==> src/rtl/rhsd_pkg.sv <==
// ----------------------------------------------------------------------------
// rhsd_pkg
// Shared types, constants and helpers of the run-length hex string decoder.
// ----------------------------------------------------------------------------
package rhsd_pkg;

	// Dictionary geometry
	localparam int unsigned DICT_ENTRIES = 32;
	localparam int unsigned DICT_WORDS   = 4;
	localparam logic [5:0]  DICT_MAX     = 6'(DICT_ENTRIES);

	// Configuration register indexes
	localparam logic [2:0] CFG_DICT_BASE  = 3'd0;
	localparam logic [2:0] CFG_DICT_COUNT = 3'd1;
	localparam logic [2:0] CFG_DICT_B0    = 3'd2;
	localparam logic [2:0] CFG_DICT_B1    = 3'd3;
	localparam logic [2:0] CFG_DICT_B2    = 3'd4;
	localparam logic [2:0] CFG_DICT_B3    = 3'd5;

	localparam logic [7:0] DICT_BASE_RESET = 8'd73;

	// Run mark letters
	localparam logic [7:0] CHAR_A_LOW = 8'h61;
	localparam logic [7:0] CHAR_Z_LOW = 8'h7a;

	localparam logic [15:0] COUNT_MAX = 16'hffff;

	typedef enum logic [1:0] {
		PS_HEAD     = 2'd0,
		PS_LOW      = 2'd1,
		PS_RUN_HEAD = 2'd2,
		PS_RUN_LOW  = 2'd3
	} parse_state_t;

	// Dictionary configuration as seen by the parser
	typedef struct packed {
		logic [7:0]                       base;
		logic [5:0]                       count;
		logic [DICT_WORDS-1:0][63:0]      bytes;
	} dict_cfg_t;

	// Request from the parser to the emitter
	typedef struct packed {
		logic       emit;
		logic [7:0] value;
		logic [4:0] times;
	} emit_req_t;

	// Parser decision for one character
	typedef struct packed {
		emit_req_t    req;
		parse_state_t next_state;
		logic         load_high;
		logic         load_run;
		logic [4:0]   run_len;
	} parse_act_t;

	// Hex digit value; anything that is not a hex digit counts as zero
	function automatic logic [3:0] hex_value(input logic [7:0] c);
		logic [3:0] v;
		v = 4'd0;
		if (c inside {["0":"9"]}) begin
			v = 4'(c - 8'h30);
		end else if (c inside {["A":"F"]}) begin
			v = 4'(c - 8'h37);
		end else if (c inside {["a":"f"]}) begin
			v = 4'(c - 8'h57);
		end
		return v;
	endfunction

endpackage

==> src/rtl/rhsd_parse.sv <==
// ----------------------------------------------------------------------------
// rhsd_parse
// Classifies one character against the parse state and the dictionary and
// decides what to emit and which state comes next.
// ----------------------------------------------------------------------------
module rhsd_parse (
	input  logic [7:0]                 code_char,
	input  rhsd_pkg::parse_state_t     state,
	input  logic [7:0]                 high_char,
	input  logic [4:0]                 run_len,
	input  rhsd_pkg::dict_cfg_t        cfg,
	output rhsd_pkg::parse_act_t       act
);

	logic [5:0] dict_n;
	logic [8:0] win_end;
	logic       in_dict;
	logic [4:0] dict_idx;
	logic [63:0] dict_word;
	logic [7:0] dict_byte;
	logic       is_mark;
	logic [7:0] hex_byte;

	// Clamp entry count and test the dictionary window in 9 bits
	assign dict_n  = (cfg.count > rhsd_pkg::DICT_MAX) ? rhsd_pkg::DICT_MAX : cfg.count;
	assign win_end = {1'b0, cfg.base} + {3'b000, dict_n};
	assign in_dict = (code_char >= cfg.base) && ({1'b0, code_char} < win_end);

	// Look up the dictionary byte
	assign dict_idx  = 5'(code_char - cfg.base);
	assign dict_word = cfg.bytes[dict_idx[4:3]];
	assign dict_byte = dict_word[{dict_idx[2:0], 3'b000} +: 8];

	assign is_mark  = (code_char >= rhsd_pkg::CHAR_A_LOW) && (code_char <= rhsd_pkg::CHAR_Z_LOW);
	assign hex_byte = {rhsd_pkg::hex_value(high_char), rhsd_pkg::hex_value(code_char)};

	// Decide the action for this character
	always_comb begin
		act.req.emit   = 1'b0;
		act.req.value  = dict_byte;
		act.req.times  = 5'd1;
		act.next_state = rhsd_pkg::PS_HEAD;
		act.load_high  = 1'b0;
		act.load_run   = 1'b0;
		act.run_len    = 5'(code_char - rhsd_pkg::CHAR_A_LOW + 8'd1);
		case (state)
			rhsd_pkg::PS_HEAD: begin
				if (in_dict) begin
					act.req.emit = 1'b1;
				end else if (is_mark) begin
					act.load_run   = 1'b1;
					act.next_state = rhsd_pkg::PS_RUN_HEAD;
				end else begin
					act.load_high  = 1'b1;
					act.next_state = rhsd_pkg::PS_LOW;
				end
			end
			rhsd_pkg::PS_LOW: begin
				act.req.emit  = 1'b1;
				act.req.value = hex_byte;
			end
			rhsd_pkg::PS_RUN_HEAD: begin
				if (in_dict) begin
					act.req.emit  = 1'b1;
					act.req.times = run_len;
				end else begin
					act.load_high  = 1'b1;
					act.next_state = rhsd_pkg::PS_RUN_LOW;
				end
			end
			rhsd_pkg::PS_RUN_LOW: begin
				act.req.emit  = 1'b1;
				act.req.value = hex_byte;
				act.req.times = run_len;
			end
			default: begin
				act.next_state = rhsd_pkg::PS_HEAD;
			end
		endcase
	end

endmodule

==> src/rtl/rhsd_emit.sv <==
// ----------------------------------------------------------------------------
// rhsd_emit
// Run emitter: one shared down counter and saturating byte counter produce
// one output beat per cycle, unless the output stalls, into an output register.
// ----------------------------------------------------------------------------
module rhsd_emit (
	input  logic                   clk,
	input  logic                   arst_n,
	input  logic                   load,
	input  rhsd_pkg::emit_req_t    req,
	input  logic                   load_last,
	input  logic                   clear,
	output logic                   busy,
	output logic                   out_valid,
	input  logic                   out_stall,
	output logic [7:0]             out_byte,
	output logic                   run_end,
	output logic [15:0]            out_count
);

	logic        busy_q;
	logic [7:0]  value_q;
	logic [4:0]  rem_q;
	logic        last_q;
	logic [15:0] count_q;
	logic        out_valid_q;
	logic [7:0]  out_byte_q;
	logic        run_end_q;
	logic [15:0] out_count_q;

	logic        step;
	logic        final_beat;
	logic [15:0] count_next;

	// Advance one beat when the output register is free or being drained
	assign step       = busy_q && (!out_valid_q || !out_stall);
	assign final_beat = (rem_q == 5'd1);
	assign count_next = (count_q == rhsd_pkg::COUNT_MAX) ? count_q : count_q + 16'd1;

	// Control state: run sequencer and string byte count
	always_ff @(posedge clk or negedge arst_n) begin
		if (!arst_n) begin
			busy_q      <= 1'b0;
			rem_q       <= 5'd0;
			last_q      <= 1'b0;
			count_q     <= 16'd0;
			out_valid_q <= 1'b0;
		end else begin
			if (load) begin
				busy_q <= 1'b1;
				rem_q  <= req.times;
				last_q <= load_last;
			end else if (step) begin
				rem_q <= rem_q - 5'd1;
				if (final_beat) begin
					busy_q <= 1'b0;
				end
			end
			if (clear) begin
				count_q <= 16'd0;
			end else if (step) begin
				count_q <= (final_beat && last_q) ? 16'd0 : count_next;
			end
			if (step) begin
				out_valid_q <= 1'b1;
			end else if (!out_stall) begin
				out_valid_q <= 1'b0;
			end
		end
	end

	// Payload: held value and output register
	always_ff @(posedge clk) begin
		if (load) begin
			value_q <= req.value;
		end
		if (step) begin
			out_byte_q  <= value_q;
			run_end_q   <= final_beat;
			out_count_q <= count_next;
		end
	end

	assign busy      = busy_q;
	assign out_valid = out_valid_q;
	assign out_byte  = out_byte_q;
	assign run_end   = run_end_q;
	assign out_count = out_count_q;

endmodule

==> src/rtl/rle_hex_string_decoder.sv <==
// ----------------------------------------------------------------------------
// rle_hex_string_decoder
// Decodes a run-length, hex and dictionary coded character stream to bytes.
// ----------------------------------------------------------------------------
// Usage:
//   Input channel (in_valid / in_stall) carries one character per beat with
//   last_char marking the end of a string. Output channel (out_valid /
//   out_stall) carries one decoded byte per beat with run_end on the last
//   byte of a character and the saturating byte count of the string.
//   Configuration is written through cfg_wr_en / cfg_index / cfg_wr_data
//   while the block is idle; writes take effect at the next edge.
// Timing:
//   A character is parsed when it is accepted. If it emits N bytes
//   (N = 1..26), the run emitter then produces one byte per cycle unless the
//   output stalls, and holds in_stall high while it runs. The first byte
//   passes through the held value register into the output register.
// Reset clears the parse state, the byte count and the output valid, and
// loads the dictionary registers with their defaults. When the receiver
// stalls, the emitter holds its current byte and the run pauses.
// ----------------------------------------------------------------------------
module rle_hex_string_decoder (
	input  logic        clk,
	input  logic        arst_n,
	input  logic        cfg_wr_en,
	input  logic [2:0]  cfg_index,
	input  logic [63:0] cfg_wr_data,
	input  logic        in_valid,
	output logic        in_stall,
	input  logic [7:0]  code_char,
	input  logic        last_char,
	output logic        out_valid,
	input  logic        out_stall,
	output logic [7:0]  out_byte,
	output logic        run_end,
	output logic [15:0] out_count
);

	rhsd_pkg::dict_cfg_t    cfg_q;
	rhsd_pkg::parse_state_t state_q;
	logic [7:0]             high_q;
	logic [4:0]             run_q;
	rhsd_pkg::parse_act_t   act;
	logic                   busy;
	logic                   accept;

	assign in_stall = busy;
	assign accept   = in_valid && !busy;

	// Configuration registers
	always_ff @(posedge clk or negedge arst_n) begin
		if (!arst_n) begin
			cfg_q.base  <= rhsd_pkg::DICT_BASE_RESET;
			cfg_q.count <= 6'd0;
			cfg_q.bytes <= '0;
		end else if (cfg_wr_en) begin
			case (cfg_index)
				rhsd_pkg::CFG_DICT_BASE:  cfg_q.base     <= cfg_wr_data[7:0];
				rhsd_pkg::CFG_DICT_COUNT: cfg_q.count    <= cfg_wr_data[5:0];
				rhsd_pkg::CFG_DICT_B0:    cfg_q.bytes[0] <= cfg_wr_data;
				rhsd_pkg::CFG_DICT_B1:    cfg_q.bytes[1] <= cfg_wr_data;
				rhsd_pkg::CFG_DICT_B2:    cfg_q.bytes[2] <= cfg_wr_data;
				rhsd_pkg::CFG_DICT_B3:    cfg_q.bytes[3] <= cfg_wr_data;
				default: ;
			endcase
		end
	end

	rhsd_parse u_parse (
		.code_char (code_char),
		.state     (state_q),
		.high_char (high_q),
		.run_len   (run_q),
		.cfg       (cfg_q),
		.act       (act)
	);

	// Parse state; drop everything pending at the end of a string
	always_ff @(posedge clk or negedge arst_n) begin
		if (!arst_n) begin
			state_q <= rhsd_pkg::PS_HEAD;
			high_q  <= 8'd0;
			run_q   <= 5'd0;
		end else if (accept) begin
			if (last_char) begin
				state_q <= rhsd_pkg::PS_HEAD;
				high_q  <= 8'd0;
				run_q   <= 5'd0;
			end else begin
				state_q <= act.next_state;
				if (act.load_high) begin
					high_q <= code_char;
				end
				if (act.load_run) begin
					run_q <= act.run_len;
				end
			end
		end
	end

	rhsd_emit u_emit (
		.clk       (clk),
		.arst_n    (arst_n),
		.load      (accept && act.req.emit),
		.req       (act.req),
		.load_last (last_char),
		.clear     (accept && last_char && !act.req.emit),
		.busy      (busy),
		.out_valid (out_valid),
		.out_stall (out_stall),
		.out_byte  (out_byte),
		.run_end   (run_end),
		.out_count (out_count)
	);

endmodule
==> config.mk <==
export PLATFORM = sky130hd
export DESIGN_NAME = rle_hex_string_decoder
export DESIGN_NICKNAME = d
export VERILOG_FILES = /design/src/rtl/rhsd_pkg.sv /design/src/rtl/rhsd_parse.sv /design/src/rtl/rhsd_emit.sv /design/src/rtl/rle_hex_string_decoder.sv
export SDC_FILE = /design/constraint.sdc
export NUM_CORES = 1
export LEC_CHECK = 0
export ABC_AREA = 1
export BUFFER_PORTS_ARGS = -buffer_cell sky130_fd_sc_hd__buf_2
export CAP_MARGIN = 20
export CELL_PAD_IN_SITES_DETAIL_PLACEMENT = 2
export CELL_PAD_IN_SITES_GLOBAL_PLACEMENT = 2
export CORE_UTILIZATION = 32
export DETAILED_ROUTE_END_ITERATION = 6
export GPL_TIMING_DRIVEN = 0
export PLACE_DENSITY_LB_ADDON = 0.3
export SETUP_SLACK_MARGIN = 0.1
export SYNTH_ARGS = -nofsm -noshare
export SYNTH_HDL_FRONTEND = slang
export SYNTH_HIERARCHICAL = 1
export SYNTH_SLANG_ARGS = --single-unit
==> constraint.sdc <==
create_clock -name clk -period 3.53 [get_ports clk]
set_clock_uncertainty 0.1 [all_clocks]
set_input_delay 0.1765 -clock clk [delete_from_list [all_inputs] [get_ports clk]]
set_output_delay 0.1765 -clock clk [all_outputs]
set_load 0.01 [all_outputs]
==> results.sh <==
export IMPL_hpwl_um=53900
export IMPL_post_route_util_pct=40.5
export IMPL_max_slew_margin_pct=27.1
export IMPL_cp_arrival_ps=4330
export IMPL_dieHeight_um=243
export IMPL_setup_viol=48
export IMPL_io_buffers=107
export IMPL_ant_nets=0
export IMPL_cts_root_buf="clkbuf_16"
export IMPL_grt_pass1_vias=20800
export IMPL_layout_drive_gt1_share_pct=15.7
export IMPL_synthTopCellsByArea="dfrtp_1 41%, nand2_1 22%, nand3_1 13%"
export IMPL_pre_cts_ws_ps=-631
export IMPL_reg2reg_from="cfg_q[258]$_DFFE_PN0P_"
export IMPL_antenna_found_initial=0
export IMPL_critPathMaxStageDelay_ps=400
export IMPL_setup_slack_ps=-407
export IMPL_design_area_mm2=0.0233
export IMPL_rsz0062_at_grt="yes"
export IMPL_cp_startpoint="cfg_q[258]$_DFFE_PN0P_"
export IMPL_detailedRoute_firstIterationViolations=1044
export IMPL_tightest_slew_ps=1090
export IMPL_io_pins=108
export IMPL_gp_congestion=0.836
export IMPL_regArea_mm2=0.00873
export IMPL_drv_slew=0
export IMPL_grt_pass1_wl_um=123000
export IMPL_dieArea_mm2=0.0591
export IMPL_yosys_top_cells_count="1074 x nand2_1, 473 x nand3_1, 328 x inv_1"
export IMPL_rows=88
export IMPL_multi_input_area_mm2=0.00834
export IMPL_violations="setup timing"
export IMPL_hold_viol_final=0
export IMPL_postPlaceCellArea_mm2=0.0202
export IMPL_hp_class="input port to asynchronous set/reset pin"
export IMPL_synth_most_common_cell="nand2_1"
export IMPL_synth_seq_cells=342
export IMPL_syn_inst=2577
export IMPL_period_minus_slack_ps=3940
export IMPL_synth_area_mm2=0.0186
export IMPL_clockBufferDepth=3
export IMPL_nets=2959
export IMPL_cts_buffers=43
export IMPL_synth_top_area_cell="dfrtp_1"
export IMPL_clkSinkCount=342
export IMPL_power_density_mw_per_mm2=719
export IMPL_chipWidth_um=243
export IMPL_wirelength_um=82300
export IMPL_drtPass1Iterations=7
export IMPL_tns_ps=-15280
export IMPL_clkTransAtPathRegs_ps=60
export IMPL_fmaxAchievable_mhz=254
export IMPL_synth_top_area_share_pct=41.1
export IMPL_fillCellCount=6677
export IMPL_peakVddDrop_mv=0.343
export IMPL_grt_max_degree=113
export IMPL_synth_edf_count=33
export IMPL_async_flop_share_pct=90.4
export IMPL_routedWlPerCell_um=22.6
export IMPL_leakagePower_nw=12.5
export IMPL_worstPathRequired_ps=3920
export IMPL_startpoint_type="flop"
export IMPL_tritoncts="built"
export IMPL_min_period_over_period_pct=112
export IMPL_area_growth_pct=25.2
export IMPL_worst_path_max_fanout=7
export IMPL_drc=0
export IMPL_netlist_cell_type_count=46
export IMPL_diodes=0
export IMPL_core_region_area_mm2=0.0576
export IMPL_maxCapViolCount=0
export IMPL_report_power_total_w=0.0167
export IMPL_viasPerCell=5.15
export IMPL_ys_seq_area_share_pct=46.9
export IMPL_end_kind="flop"
export IMPL_outcome="finished with violations"
export IMPL_grt_ovfl_total=0
export IMPL_synthFlopType="dfrtp_1"
export IMPL_insertion_delay_ps=580
export IMPL_vias=18800
export IMPL_crit_type="flop to flop"
export IMPL_slowest_stage="dfrtp_1"
export IMPL_syn_nets=2691
export IMPL_grt_use_total_pct=27.3
export IMPL_yosys_warnings=6
export IMPL_avgSynthCellArea_um2=7.22
export IMPL_h_tree_depth=2
export IMPL_initial_utilization_pct=32.3
==> cells in the final DEF, fill, tap and decap left out, types with 33 or more instances in the layout <==
| master | Yosys | layout |
|---|---|---|
| nand2_1 | 1074 | 1031 |
| nand3_1 | 473 | 464 |
| inv_1 | 328 | 320 |
| dfrtp_1 | 306 | 304 |
| buf_2 | 68 | 166 |
| dlygate4sd3_1 | 0 | 78 |
| nor2_1 | 69 | 63 |
| buf_4 | 25 | 47 |
| clkbuf_16 | 0 | 46 |
| nand2_2 | 11 | 43 |
| edfxtp_1 | 33 | 33 |
==> timing repair <==
| item | CTS | global route |
|---|---|---|
| gates resized for setup | 65 | 95 |
| cloned | 1 | 1 |
| endpoints found under the hold margin | 405 | 0 |
| setup buffers | 16 | 16 |
| endpoints found under the setup margin | 54 | 54 |
| pin swaps | 21 | 28 |
| hold buffers | 78 | 0 |
==> report_power, final <==
part / leakage, nW / internal, W / switching [W]
combinational: 7.53 / 0.00213 / 0.00438
clock: 0.740 / 0.00287 / 0.00182
sequential: 4.22 / 0.00494 / 0.000603
==> path summary, 6_finish.rpt <==
path	to	slack, ps	cells after the start
worst max register to register	u_emit/rem_q[1]$_DFFE_PN0P_	-410	26
worst min-delay path	cfg_q[213]$_DFFE_PN0P_	10	2
max in group asynchronous	cfg_q[261]$_DFFE_PN0P_	1900	4
min in group clk	u_emit/value_q[0]$_DFFE_PP_	50	4
worst min register to register	u_emit/out_byte[5]$_DFFE_PP_	310	0
worst max-delay path	u_emit/rem_q[1]$_DFFE_PN0P_	-410	26
==> cell families (layout without fill, tap and decap cells) <==
logic type	after synthesis	in the layout	share of synthesized area, %
AO/OA/AOI/OAI	54	54	1.65
XOR/XNOR	13	13	0.612
adder cells (fa/ha/maj)	33	33	2.30
buffers and inverters	464	763	10.4
flip-flops	342	342	46.9
AND/OR/NAND/NOR	1671	1671	38.2
==> critical path, delay by kind of cell, from the launching register on <==
kind	cells	cell delay, ps
flops	1	400
fa+ha+maj	2	520
xor+xnor	1	180
compound gates	6	750
buf+inv	6	630
simple gates	11	1270
==> per-stage QoR <==
stage | instances | hold WS [ps]
final | 3641 | 10.8
after global placement | 3449 | 301
after global routing | 3641 | 52.7
after CTS | 3623 | 16.6
after detailed placement | 3452 | 37.1
after floorplan | 2577 | -219
==> state kept, by name, indices dropped and copies added, names as in the netlist, 5 cells and up <==
signal            count
u_emit/out_byte       8
u_emit/out_count     16
run_q                 5
u_emit/value_q        8
u_emit/rem_q          5
cfg_q               270
high_q                8
u_emit/count_q       16
==> final cells by class <==
class | count | share of cell area, %
Timing Repair Buffer | 223 | 7.66
Clock buffer | 63 | 5.68
Buffer | 129 | 3.14
Multi-Input combinational cell | 1771 | 35.8
Sequential cell | 342 | 37.5
Inverter | 335 | 5.45
Clock inverter | 13 | 0.714
Tap cell | 765 | 4.11
==> layer usage <==
metal | wire length [µm] | track usage (%) | up-vias
li1 | - | - | 8525
met1 | 34000 | 33.1 | 9608
met2 | 41500 | 48.3 | 455
met3 | 3350 | 3.57 | 165
met4 | 3450 | 11.7 | 0
met5 | 0 | 0 | -
No activity file was read; power rests on OpenSTA's default activity.
